**src/rtl/crr_pkg.sv**
```systemverilog
package crr_pkg;

  // Fixed header length of a control-mode packet in bytes.
  localparam int unsigned HEADER_BYTES = 12;

  // Mode code of a control-mode packet.
  localparam logic [2:0] CTRL_MODE = 3'd6;

  // Largest payload count that fits the store count field.
  localparam int unsigned STORE_COUNT_MAX = 511;

  // Width of a fragment offset or end compared across the cell row.
  localparam int unsigned KEY_W = 17;

  // Width of the padded-length sum.
  localparam int unsigned PAD_W = 18;

  // Padding mask, error code mask and alignment mask.
  localparam logic [PAD_W-1:0] PAD_MASK = ~PAD_W'(3);
  localparam logic [7:0] ERROR_CODE_MASK = 8'hff;
  localparam logic [1:0] ALIGN_MASK = 2'h3;

  // Configuration register indexes.
  typedef enum logic [1:0] {
    CFG_EXPECTED_OPCODE   = 2'd0,
    CFG_EXPECTED_SEQUENCE = 2'd1,
    CFG_MIN_VERSION       = 2'd2,
    CFG_MAX_VERSION       = 2'd3
  } cfg_index_t;

  // Item kinds.
  typedef enum logic {
    OP_PACKET  = 1'b0,
    OP_TIMEOUT = 1'b1
  } op_t;

  // Result codes.
  typedef enum logic [2:0] {
    OUT_PENDING      = 3'd0,
    OUT_IGNORED      = 3'd1,
    OUT_COMPLETE     = 3'd2,
    OUT_TIMEOUT_EMPTY = 3'd3,
    OUT_INCOMPLETE   = 3'd4,
    OUT_TOO_MUCH     = 3'd5,
    OUT_REMOTE_ERROR = 3'd6,
    OUT_UNSPEC_ERROR = 3'd7
  } outcome_t;

  // Sequencer states.
  typedef enum logic [1:0] {
    ST_IDLE,
    ST_COMPARE,
    ST_DECIDE
  } state_t;

  // One input item.
  typedef struct packed {
    logic        op;
    logic [9:0]  pkt_len;
    logic [7:0]  ver_mode;
    logic [7:0]  resp_flags;
    logic [15:0] seq_number;
    logic [15:0] pkt_status;
    logic [15:0] frag_offset;
    logic [15:0] frag_count;
  } in_item_t;

  // One result item.
  typedef struct packed {
    logic [2:0]  outcome;
    logic [13:0] store_offset;
    logic [8:0]  store_count;
    logic [14:0] response_size;
    logic [15:0] response_status;
    logic [7:0]  remote_error;
  } out_item_t;

  // Broadcast from the sequencer to every cell of the fragment row.
  typedef struct packed {
    logic             cmp_en;
    logic             ins_en;
    logic [KEY_W-1:0] key_off;
    logic [KEY_W-1:0] key_lim;
    logic [8:0]       key_cnt;
  } cell_bus_t;

endpackage

```
**src/rtl/crr_cell.sv**
```systemverilog
module crr_cell #(
  parameter int unsigned OFF_W = 15
) (
  input  logic               clk,
  input  logic               valid,
  input  crr_pkg::cell_bus_t ctl,
  input  logic               prev_lt,
  input  logic [OFF_W-1:0]   prev_off,
  input  logic [8:0]         prev_cnt,
  output logic [OFF_W-1:0]   off,
  output logic [8:0]         cnt,
  output logic               lt,
  output logic               hit
);

  localparam int unsigned KeyW = crr_pkg::KEY_W;

  logic [KeyW-1:0] off_w;
  logic [KeyW-1:0] lim_w;
  logic            lt_now;
  logic            hit_now;

  // Compare the held fragment with the broadcast one.
  always_comb begin
    off_w   = KeyW'(off);
    lim_w   = off_w + KeyW'(cnt);
    lt_now  = valid && (off_w < ctl.key_off);
    hit_now = valid && ((off_w == ctl.key_off) ||
                        (lt_now && (lim_w > ctl.key_off)) ||
                        (!lt_now && (ctl.key_lim > off_w)));
  end

  // Keep the compare flags for the decision cycle.
  always_ff @(posedge clk) begin
    if (ctl.cmp_en) begin
      lt  <= lt_now;
      hit <= hit_now;
    end
  end

  // On insertion a cell past the insert point takes its left neighbor's entry,
  // and the cell at the insert point takes the new fragment.
  always_ff @(posedge clk) begin
    if (ctl.ins_en && !lt) begin
      if (prev_lt) begin
        off <= ctl.key_off[OFF_W-1:0];
        cnt <= ctl.key_cnt;
      end else begin
        off <= prev_off;
        cnt <= prev_cnt;
      end
    end
  end

endmodule

```
**src/rtl/control_response_reassembler_unit.sv**
```systemverilog
// Reassembles a fragmented control-mode response from packet headers and
// timeout ticks, giving exactly one result item per input item. Each item
// goes through capture, a parallel compare of the new fragment against every
// row entry, and the decision that loads the result register and shifts the
// row to insert the fragment. The decision waits while the result register
// still holds an untaken item, and the next item is accepted once the
// decision is made. The fragment row holds MAX_FRAGMENTS entries, kept
// sorted by offset; completion is detected by comparing the running byte
// total with the furthest fragment end. No clearing pass follows reset.
// Configuration must be written only while idle (not enforced).
module control_response_reassembler_unit #(
  parameter int unsigned MAX_FRAGMENTS = 32,
  parameter int unsigned BUFFER_BYTES  = 16384
) (
  input  logic              clk,
  input  logic              rst,
  input  logic              in_valid,
  output logic              in_ready,
  input  crr_pkg::in_item_t in_data,
  output logic              out_valid,
  input  logic              out_ready,
  output crr_pkg::out_item_t out_data,
  input  logic              cfg_write,
  input  logic [1:0]        cfg_index,
  input  logic [15:0]       cfg_data
);

  localparam int unsigned AW   = $clog2(BUFFER_BYTES + 1);
  localparam int unsigned TW   = $clog2(MAX_FRAGMENTS + 1);
  localparam int unsigned KeyW = crr_pkg::KEY_W;
  localparam int unsigned PadW = crr_pkg::PAD_W;

  // Configuration registers.
  logic [4:0]  expected_opcode;
  logic [15:0] expected_sequence;
  logic [2:0]  min_version;
  logic [2:0]  max_version;

  // Exchange state.
  logic [TW-1:0] total;
  logic          last_seen;
  logic [15:0]   saved_status;
  logic [AW-1:0] byte_sum;
  logic [AW-1:0] max_end;

  crr_pkg::state_t   state;
  crr_pkg::state_t   state_next;
  crr_pkg::in_item_t item;
  crr_pkg::out_item_t res;
  crr_pkg::cell_bus_t bus;

  logic accept;
  logic cmp_en;
  logic commit;
  logic insert;
  logic terminal;
  logic complete;

  // Cell row wiring.
  logic [MAX_FRAGMENTS-1:0] cell_valid;
  logic [MAX_FRAGMENTS-1:0] cell_lt;
  logic [MAX_FRAGMENTS-1:0] cell_hit;
  logic [MAX_FRAGMENTS-1:0] chain_lt;
  logic [AW-1:0]            cell_off [MAX_FRAGMENTS];
  logic [8:0]               cell_cnt [MAX_FRAGMENTS];
  logic [AW-1:0]            chain_off [MAX_FRAGMENTS];
  logic [8:0]               chain_cnt [MAX_FRAGMENTS];

  // Configuration writes.
  always_ff @(posedge clk) begin
    if (rst) begin
      expected_opcode   <= '0;
      expected_sequence <= '0;
      min_version       <= 3'd1;
      max_version       <= 3'd4;
    end else if (cfg_write) begin
      case (crr_pkg::cfg_index_t'(cfg_index))
        crr_pkg::CFG_EXPECTED_OPCODE:   expected_opcode   <= cfg_data[4:0];
        crr_pkg::CFG_EXPECTED_SEQUENCE: expected_sequence <= cfg_data;
        crr_pkg::CFG_MIN_VERSION:       min_version       <= cfg_data[2:0];
        crr_pkg::CFG_MAX_VERSION:       max_version       <= cfg_data[2:0];
        default: ;
      endcase
    end
  end

  // Sequencer state register.
  always_ff @(posedge clk) begin
    if (rst) begin
      state <= crr_pkg::ST_IDLE;
    end else begin
      state <= state_next;
    end
  end

  // Next state.
  always_comb begin
    state_next = state;
    case (state)
      crr_pkg::ST_IDLE: begin
        if (in_valid) state_next = crr_pkg::ST_COMPARE;
      end
      crr_pkg::ST_COMPARE: begin
        state_next = crr_pkg::ST_DECIDE;
      end
      crr_pkg::ST_DECIDE: begin
        if (!out_valid || out_ready) state_next = crr_pkg::ST_IDLE;
      end
      default: state_next = crr_pkg::ST_IDLE;
    endcase
  end

  // Sequencer outputs.
  always_comb begin
    in_ready = 1'b0;
    cmp_en   = 1'b0;
    commit   = 1'b0;
    case (state)
      crr_pkg::ST_IDLE:    in_ready = 1'b1;
      crr_pkg::ST_COMPARE: cmp_en   = 1'b1;
      crr_pkg::ST_DECIDE:  commit   = !out_valid || out_ready;
      default: ;
    endcase
  end

  assign accept = in_valid && in_ready;

  // Item capture.
  always_ff @(posedge clk) begin
    if (accept) item <= in_data;
  end

  // Broadcast of the fragment under test to the cell row.
  always_comb begin
    bus.cmp_en  = cmp_en;
    bus.ins_en  = commit && insert;
    bus.key_off = KeyW'(item.frag_offset);
    bus.key_lim = KeyW'(item.frag_offset) + KeyW'(item.frag_count);
    bus.key_cnt = item.frag_count[8:0];
  end

  // Row of fragment cells, each handing its entry to its right neighbor.
  for (genvar i = 0; i < MAX_FRAGMENTS; i++) begin : g_cell
    assign cell_valid[i] = total > TW'(i);
    if (i == 0) begin : g_head
      assign chain_lt[i]  = 1'b1;
      assign chain_off[i] = '0;
      assign chain_cnt[i] = '0;
    end else begin : g_body
      assign chain_lt[i]  = cell_lt[i-1];
      assign chain_off[i] = cell_off[i-1];
      assign chain_cnt[i] = cell_cnt[i-1];
    end
    crr_cell #(
      .OFF_W(AW)
    ) u_cell (
      .clk      (clk),
      .valid    (cell_valid[i]),
      .ctl      (bus),
      .prev_lt  (chain_lt[i]),
      .prev_off (chain_off[i]),
      .prev_cnt (chain_cnt[i]),
      .off      (cell_off[i]),
      .cnt      (cell_cnt[i]),
      .lt       (cell_lt[i]),
      .hit      (cell_hit[i])
    );
  end

  // Header fields and derived values.
  logic [2:0]      version;
  logic            more;
  logic            hdr_bad;
  logic [PadW-1:0] padded;
  logic [9:0]      body_len;
  logic [AW-1:0]   sum_next;
  logic [AW-1:0]   lim_a;
  logic [AW-1:0]   end_next;
  logic [KeyW-1:0] size_w;

  always_comb begin
    version  = item.ver_mode[5:3];
    more     = item.resp_flags[5];
    hdr_bad  = (item.pkt_len < 10'(crr_pkg::HEADER_BYTES)) ||
               (version > max_version) || (version < min_version) ||
               (item.ver_mode[2:0] != crr_pkg::CTRL_MODE) ||
               !item.resp_flags[7] ||
               (item.seq_number != expected_sequence) ||
               (item.resp_flags[4:0] != expected_opcode);
    padded   = (PadW'(crr_pkg::HEADER_BYTES) + PadW'(item.frag_count) + PadW'(3)) &
               crr_pkg::PAD_MASK;
    body_len = item.pkt_len - 10'(crr_pkg::HEADER_BYTES);
    sum_next = byte_sum + AW'(item.frag_count[8:0]);
    lim_a    = bus.key_lim[AW-1:0];
    end_next = (lim_a > max_end) ? lim_a : max_end;
    complete = (last_seen || !more) && (sum_next == end_next);
    size_w   = KeyW'(end_next);
  end

  // Decision on the captured item.
  always_comb begin
    res                 = '0;
    res.response_status = saved_status;
    insert              = 1'b0;
    if (item.op == crr_pkg::OP_TIMEOUT) begin
      res.outcome = (total == '0) ? crr_pkg::OUT_TIMEOUT_EMPTY : crr_pkg::OUT_INCOMPLETE;
    end else if (hdr_bad) begin
      res.outcome = crr_pkg::OUT_IGNORED;
    end else if (item.resp_flags[6]) begin
      if ((item.pkt_status[15:8] & crr_pkg::ERROR_CODE_MASK) == 8'd0) begin
        res.outcome = crr_pkg::OUT_UNSPEC_ERROR;
      end else begin
        res.outcome      = crr_pkg::OUT_REMOTE_ERROR;
        res.remote_error = item.pkt_status[15:8];
      end
    end else if ((item.pkt_len[1:0] & crr_pkg::ALIGN_MASK) != 2'd0) begin
      res.outcome = crr_pkg::OUT_IGNORED;
    end else if (PadW'(item.pkt_len) < padded) begin
      res.outcome = crr_pkg::OUT_INCOMPLETE;
    end else if (item.frag_count > 16'(body_len)) begin
      res.outcome = crr_pkg::OUT_IGNORED;
    end else if ((item.frag_count == 16'd0) && more) begin
      res.outcome = crr_pkg::OUT_IGNORED;
    end else if ((bus.key_lim > KeyW'(BUFFER_BYTES)) ||
                 (item.frag_count > 16'(crr_pkg::STORE_COUNT_MAX))) begin
      res.outcome = crr_pkg::OUT_TOO_MUCH;
    end else if (last_seen && !more) begin
      res.outcome = crr_pkg::OUT_IGNORED;
    end else if (total >= TW'(MAX_FRAGMENTS)) begin
      res.outcome = crr_pkg::OUT_TOO_MUCH;
    end else if (|cell_hit) begin
      res.outcome = crr_pkg::OUT_IGNORED;
    end else begin
      insert           = 1'b1;
      res.outcome      = complete ? crr_pkg::OUT_COMPLETE : crr_pkg::OUT_PENDING;
      res.store_offset = item.frag_offset[13:0];
      res.store_count  = item.frag_count[8:0];
      res.response_size = complete ? size_w[14:0] : 15'd0;
      if (!more) res.response_status = item.pkt_status;
    end
    terminal = !((res.outcome == crr_pkg::OUT_PENDING) ||
                 (res.outcome == crr_pkg::OUT_IGNORED));
  end

  // Exchange state update; a terminal outcome clears it.
  always_ff @(posedge clk) begin
    if (rst) begin
      total        <= '0;
      last_seen    <= 1'b0;
      saved_status <= '0;
      byte_sum     <= '0;
      max_end      <= '0;
    end else if (commit) begin
      if (terminal) begin
        total        <= '0;
        last_seen    <= 1'b0;
        saved_status <= '0;
        byte_sum     <= '0;
        max_end      <= '0;
      end else if (insert) begin
        total    <= total + TW'(1);
        byte_sum <= sum_next;
        max_end  <= end_next;
        if (!more) begin
          last_seen    <= 1'b1;
          saved_status <= item.pkt_status;
        end
      end
    end
  end

  // Result register.
  always_ff @(posedge clk) begin
    if (rst) begin
      out_valid <= 1'b0;
    end else if (commit) begin
      out_valid <= 1'b1;
    end else if (out_ready) begin
      out_valid <= 1'b0;
    end
  end

  always_ff @(posedge clk) begin
    if (commit) out_data <= res;
  end

  // The row never holds more fragments than it has cells.
  a_total_bound: assert property (@(posedge clk) disable iff (rst)
    total <= TW'(MAX_FRAGMENTS))
    else $error("fragment count beyond row size");

  // A last fragment is only recorded together with at least one entry.
  a_last_has_entry: assert property (@(posedge clk) disable iff (rst)
    last_seen |-> (total != '0))
    else $error("last fragment flag without entries");

  // A terminal result leaves an empty exchange behind.
  a_terminal_clears: assert property (@(posedge clk) disable iff (rst)
    (commit && terminal) |=> ((total == '0) && !last_seen && (saved_status == '0)))
    else $error("exchange not cleared after terminal result");

  // An insertion grows the row by exactly one entry.
  a_insert_grows: assert property (@(posedge clk) disable iff (rst)
    (commit && insert && !terminal) |=> (total == $past(total) + TW'(1)))
    else $error("insertion did not grow the row by one");

  // The decision is only taken when the result register can take it.
  a_commit_room: assert property (@(posedge clk) disable iff (rst)
    commit |-> (!out_valid || out_ready))
    else $error("result overwritten before it was taken");

endmodule
```
**config.mk**
```make
export PLATFORM = sky130hd
export DESIGN_NAME = control_response_reassembler_unit
export DESIGN_NICKNAME = d
export VERILOG_FILES = /design/src/rtl/crr_pkg.sv /design/src/rtl/crr_cell.sv /design/src/rtl/control_response_reassembler_unit.sv
export SDC_FILE = /design/constraint.sdc
export NUM_CORES = 2
export LEC_CHECK = 0
export BUFFER_PORTS_ARGS = -buffer_cell sky130_fd_sc_hd__buf_4
export CAP_MARGIN = 20
export CORE_AREA = 2 2 537 539
export DETAILED_ROUTE_END_ITERATION = 10
export DIE_AREA = 0 0 539 541
export GPL_TIMING_DRIVEN = 0
export PLACE_DENSITY = 0.56
export SLEW_MARGIN = 20
export SYNTH_ARGS = -nofsm -noshare
export SYNTH_HDL_FRONTEND = slang
export SYNTH_HIERARCHICAL = 1
export SYNTH_SLANG_ARGS = --single-unit
```
**constraint.sdc**
```tcl
create_clock -name clk -period 14.7 [get_ports clk]
set_input_delay 2.94 -clock clk [delete_from_list [all_inputs] [get_ports clk]]
set_output_delay 2.94 -clock clk [all_outputs]
set_load 0.1 [all_outputs]
```
Word level (Yosys, flattened, before mapping)
Index checks and enable logic that the tools add are counted.
- bits in registers: 1069
- input port bits: 114
- output and inout port bits: 67
- logic and storage cells: 822
- $add $sub $neg: 38
- $lt $le $gt $ge: 137
- equal/unequal tests: 46
- multiplexer cells: 121
- bitwise logic cells: 2
- reductions and logical operators: 325
- operators by type and width (operator ; count):
    17-bit by 15-bit greater-than comparator with 1-bit output ; 32
    15-bit 2-to-1 mux ; 36
    15-bit by 9-bit adder with 16-bit output ; 32
    15-bit by 16-bit == test with 1-bit output ; 32
    16-bit greater-than comparator ; 32
    15-bit by 16-bit < comparator with 1-bit output ; 32
    9-bit 2-to-1 mux ; 31
    16-bit 2-to-1 mux ; 12
    1-bit logical AND ; 165
    6-bit by 5-bit greater-than comparator with 1-bit output, second input constant ; 16
    1-bit logical OR ; 74
    1-bit logical NOT ; 67
    6-bit by 4-bit greater-than comparator with 1-bit output, second input constant ; 8
    24-bit 2-to-1 mux ; 2
    43-bit OR reduction ; 1
    42-bit OR reduction ; 1
    3-bit 2-to-1 mux ; 11
    32-bit OR reduction ; 1
    6-bit by 3-bit greater-than comparator with 1-bit output, second input constant ; 4
    1-bit 2-to-1 mux ; 20
    17-bit by 2-bit adder with 18-bit output, second input constant ; 1
    10-bit by 18-bit < comparator with 1-bit output ; 1
    16-bit by 16-bit adder with 17-bit output ; 1
    4-bit by 16-bit adder with 17-bit output, first input constant ; 1
    35 further kinds ; 56

Depth between registers and ports, before layout
- depth in word-level cells: 21
- gate-level depth with buffers: 24
- mapped depth without buffers: 20

By module
Netlist, hierarchy kept.
- modules (own cells, without submodules) (module ; instances ; cells each ; area an instance (um^2) ; sequential area each (um^2)):
    crr_cell (g_cell[15].u_cell ...) ; 17 ; 272 ; 2727.6 ; 780.7
    crr_cell (g_cell[0].u_cell ...) ; 13 ; 275 ; 2770.2 ; 780.7
    control_response_reassembler_unit ; 1 ; 1077 ; 11800.1 ; 6286.0
    crr_cell (g_cell[1].u_cell) ; 1 ; 272 ; 2706.3 ; 780.7
    crr_cell (g_cell[9].u_cell) ; 1 ; 273 ; 2697.6 ; 780.7

Worst setup path after synthesis
No wires, ideal clock.
- path kind: reg2reg
- start point: reg item (netlist bit bus[26])
- end point: reg saved_status[10]
- setup time: 0.117 ns
- arrival: 8.893 ns
- data required time: 14.583 ns
- slack: 5.690 ns
- cell stages (with the launch flop): 19
- path buffers: 2
- period minus slack after synthesis: 9.010 ns
- path through: edfxtp_1 ha_1 a21o_1 nand4_1 and2_2 a311oi_1 ha_1 nand4_1 a211oi_1 o41ai_1 nand2_1 a21oi_1 o2111ai_1 nor4_1 nand2_1 and4b_1 buf_1 clkbuf_1 a22o_1
- RTL lines (element ; RTL line ; source):
    start, declared ; control_response_reassembler_unit.sv:48 ; crr_pkg::in_item_t item;
    start signal, assigned ; control_response_reassembler_unit.sv:130 ; if (accept) item <= in_data;
    end signal, assigned ; control_response_reassembler_unit.sv:266 ; saved_status <= item.pkt_status;
    end, declared ; control_response_reassembler_unit.sv:42 ; logic [15:0] saved_status;

==> summary.md <==
- completed — outcome
- 0 — Final Setup Violations
- flip-flop — startpoint class of the critical path
- 24 — number of cell instances on the worst register-to-register path
- 14500 — Cell Count, Final, Fillers Out
- 178 — Buffers on Ports
- 80400 — total vias in the final route
- 0.348 — effective utilization at floorplan
- 0 — total global routing overflow
- 292000 um2 — total die area
- 23.5 um — post-detailed-route wirelength per cell
- 4 — CTS H-tree lvls
- 0 ps — final sum of negative setup slack
- 1150 ps — measured slew at the worst slew-check pin
- 6 — Yosys warnings
- 0 — number of buffers inserted by hold repair at cts
- 0 — drc violations
- met5 — highest metal layer used by the detailed router
- 0.118 GHz — fmax
- 14200 — Cell Count Post-Placement
- 504000 um — first-pass GRT wire length
- 10.1 um2 — average cell area after synthesis
- 0.404 — core utilization of the finished layout
- 0.314 — sequential cell area fraction in the yosys report
- 49.8 nW — leakage
- 0 — max-cap check violation count
- max_end[11] — endpoint of the most critical register-to-register path
- 0.235 — Worst slew margin
- 6483 — DRT iter0 DRCs
- 0.181 — layout cells sized above 1
- 539 um — die width
- 81000 — number of global-route vias before repair
- 9821 — Post-Syn Instances
- 1069 — Sinks on Clock Net
- sky130_fd_sc_hd__clkbuf_16 — buffer type at the clock tree root
- 54 — largest net degree at the start of global routing
- 60 ps — clock slew at the register clock pins of the worst setup and hold paths
- 197 — count of standard-cell rows
- 15360 ps — required time reported for the critical path endpoint
- 340000 um — Total Wirelength
- 1069 — synthesis-stage register bit count
- 0.227 — gr usage total
- bus[1] — startpoint of the worst-slack reg-to-reg timing path
- flip-flop — Critical Path Sink Type
- 0 — Pins Over Slew Limit
- 3 — Longest Clk Path Bufs
- 0 — count of instances resized after the clock tree is built
- 0 — fraction of registers with async set/reset
- 5.56 — via count normalized by instance count
- 277000 um — final HPWL from detailed placement
- sky130_fd_sc_hd__edfxtp_1 30%, sky130_fd_sc_hd__ha_1 23%, sky130_fd_sc_hd__mux2_2 8.9% — leading post-synthesis cells by cell area
- false — unrepaired setup endpoints after global routing
- 181 — ports placed on the boundary
- 0.577 — ratio of final minimum period to clock period
- 10 — peak fanout along the critical path
- yes — TritonCTS clock tree
- 156000 um — Routed met2 length
- max_end[11] — crit path to
- flip-flop to flip-flop — WS Path Type
- 20000 um — met3 wire len
- 42.3 ps — Max Clock Skew
- 0 — final hold violations
- 286000 um2 — area inside the core boundary
- 14 — antenna violations before repair
- 0 — post-CTS setup buffer count
- 149000 um — Met1 Wirelength
- 0 — number of nets with antenna violations after detailed routing
- 0.871 — Placer Congestion
- 0.297 — post-synth top area share
- 134 — number of buffers added by the clock tree synthesis step
- 12500 — final-stage net count
- flip-flop to flip-flop — type of the most critical hold path
- 541 um — chip height
- 98 — library cells used by synthesis
- sky130_fd_sc_hd__edfxtp_1 — primary flip-flop cell chosen by synthesis mapping
- 9150 ps — arrival time of the worst setup path
- 0.0966 mV — Max IR drop VDD
- 99600 um2 — Netlist Area Pre-Place
- 986 — number of enable-type register cells in the synthesized netlist
- 820 ps — clock latency of the later-clocked register in the worst-skew pair
- 16.2% — synthesis-to-layout area growth
- 78.6 nW/um2 — Pwr Density
- bus[1] — Worst Setup SP
- 8490 ps — clock period minus final worst setup slack
- 8 — TritonRoute pass-1 iters
- 6210 ps — reg-to-reg setup timing slack
- sky130_fd_sc_hd__edfxtp_1 — cell taking the most area after synthesis
==> cell usage after synthesis (all sizes together) (59+ instances only) <==
cell	instances
nand3	260
nand2	588
ha	1827
nand2b	59
nor2b	110
nor4	117
edfxtp	986
o2111ai	63
clkbuf	117
o21a	72
o211ai	79
a21oi	581
or3	66
mux2	784
nand4	237
inv	1257
a211oi	159
o31ai	61
nor3	86
nor2	472
xor2	97
xnor2	338
and4	66
a21o	153
a21boi	77
dfxtp	83
o21ai	418
==> final cells by class <==
class                           instances  area [um2]
Antenna cell                            4        10.0
Multi-Input combinational cell       7484       63900
Sequential cell                      1069       31300
Tap cell                             3781        4730
Clock inverter                         83         830
Buffer                                150         608
Fill cell                           27600      171000
Timing Repair Buffer                  466        6130
Clock buffer                          158        3490
Inverter                             1257        4720
==> worst min-delay path by stage <==
stage	slack (ps)	endpoint	cells past startpoint	from
2_1_floorplan	430	max_end[11]	2	max_end[11]
3_3_place_gp	440	max_end[13]	2	max_end[13]
3_5_place_dp	450	min_version[0]	1	min_version[0]
4_1_cts	460	min_version[0]	1	min_version[0]
5_1_grt	480	min_version[0]	1	min_version[0]
6_report	460	min_version[0]	1	min_version[0]
==> worst max-delay path, stage by stage, from the launching register on <==
cell and delay [ps]:
sky130_fd_sc_hd__edfxtp_1 840, sky130_fd_sc_hd__buf_16 220, sky130_fd_sc_hd__inv_1 90, sky130_fd_sc_hd__fa_1 480
sky130_fd_sc_hd__nand2b_1 190, sky130_fd_sc_hd__a211oi_1 520, sky130_fd_sc_hd__o2111ai_1 280, sky130_fd_sc_hd__a22oi_1 530
sky130_fd_sc_hd__xor2_4 640, sky130_fd_sc_hd__ha_1 380, sky130_fd_sc_hd__nand4_1 130, sky130_fd_sc_hd__nor4_1 70
sky130_fd_sc_hd__a21oi_1 190, sky130_fd_sc_hd__o41a_1 170, sky130_fd_sc_hd__clkbuf_1 380, sky130_fd_sc_hd__buf_1 520
sky130_fd_sc_hd__mux2i_1 500, sky130_fd_sc_hd__xor2_1 190, sky130_fd_sc_hd__nand3_1 100, sky130_fd_sc_hd__nor4_1 610
sky130_fd_sc_hd__nand2_1 250, sky130_fd_sc_hd__clkbuf_1 340, sky130_fd_sc_hd__nand2_1 150, sky130_fd_sc_hd__clkbuf_1 350
sky130_fd_sc_hd__o21ai_0 160
==> power breakdown <==
group	leakage [nW]	switching (mW)	internal [mW]
Sequential	9.57	0.0402	3.36
Clock	2.08	1.40	1.92
Combinational	38.1	1.46	0.920
==> metrics by stage <==
step | cell area (um2) | setup slack, ps | total power, mW | hold WS, ps
3_5_place_dp | 111000 | 6460 | 5.78 | 447
2_1_floorplan | 100000 | 5690 | 4.66 | 425
4_1_cts | 116000 | 6430 | 9.12 | 460
6_report | 116000 | 6210 | 9.10 | 457
5_1_grt | 116000 | 5850 | 9.44 | 478
3_3_place_gp | 106000 | -8240 | 5.44 | 442
==> layout by cell type (no fill, tap or decap), types with 141 or more instances in the layout <==
master	n
sky130_fd_sc_hd__nor2_1	468
sky130_fd_sc_hd__a21oi_1	550
sky130_fd_sc_hd__a211oi_1	146
sky130_fd_sc_hd__ha_1	1826
sky130_fd_sc_hd__buf_4	179
sky130_fd_sc_hd__nand2_1	588
sky130_fd_sc_hd__o21ai_0	341
sky130_fd_sc_hd__a21o_1	152
sky130_fd_sc_hd__nand3_1	260
sky130_fd_sc_hd__edfxtp_1	986
sky130_fd_sc_hd__inv_1	1256
sky130_fd_sc_hd__xnor2_1	332
sky130_fd_sc_hd__nand4_1	237
sky130_fd_sc_hd__buf_8	163
sky130_fd_sc_hd__conb_1	141
sky130_fd_sc_hd__mux2_2	784
==> registers in the layout, summed over array words and instances (netlist names) <==
signal	count
g_cell.u_cell/lt	32
out_data	65
out_valid	1
bus	25
max_version	3
g_cell.u_cell/hit	32
state	2
g_cell.u_cell/off	480
saved_status	16
total	6
min_version	3
expected_opcode	5
expected_sequence	16
byte_sum	15
g_cell.u_cell/cnt	288
item	64
last_seen	1
max_end	15
==> layer usage <==
metal,track usage,up-vias
li1,-,37800
met1,0.302,39200
met4,0.0979,2
met3,0.0241,700
met5,0,-
met2,0.372,2724
==> logic make-up after synthesis <==
| kind of cell | after synthesis | synth area share |
|---|---|---|
| AO/OA/AOI/OAI | 1959 | 0.144 |
| multiplexers | 800 | 0.0903 |
| other | 2 | 0.0000754 |
| flip-flops | 1069 | 0.314 |
| AND/OR/NAND/NOR | 2287 | 0.123 |
| adder cells (fa/ha/maj) | 1861 | 0.236 |
| XOR/XNOR | 436 | 0.0385 |
| buffers and inverters | 1407 | 0.0535 |
Note: power is estimated with default switching activity, not from simulation.
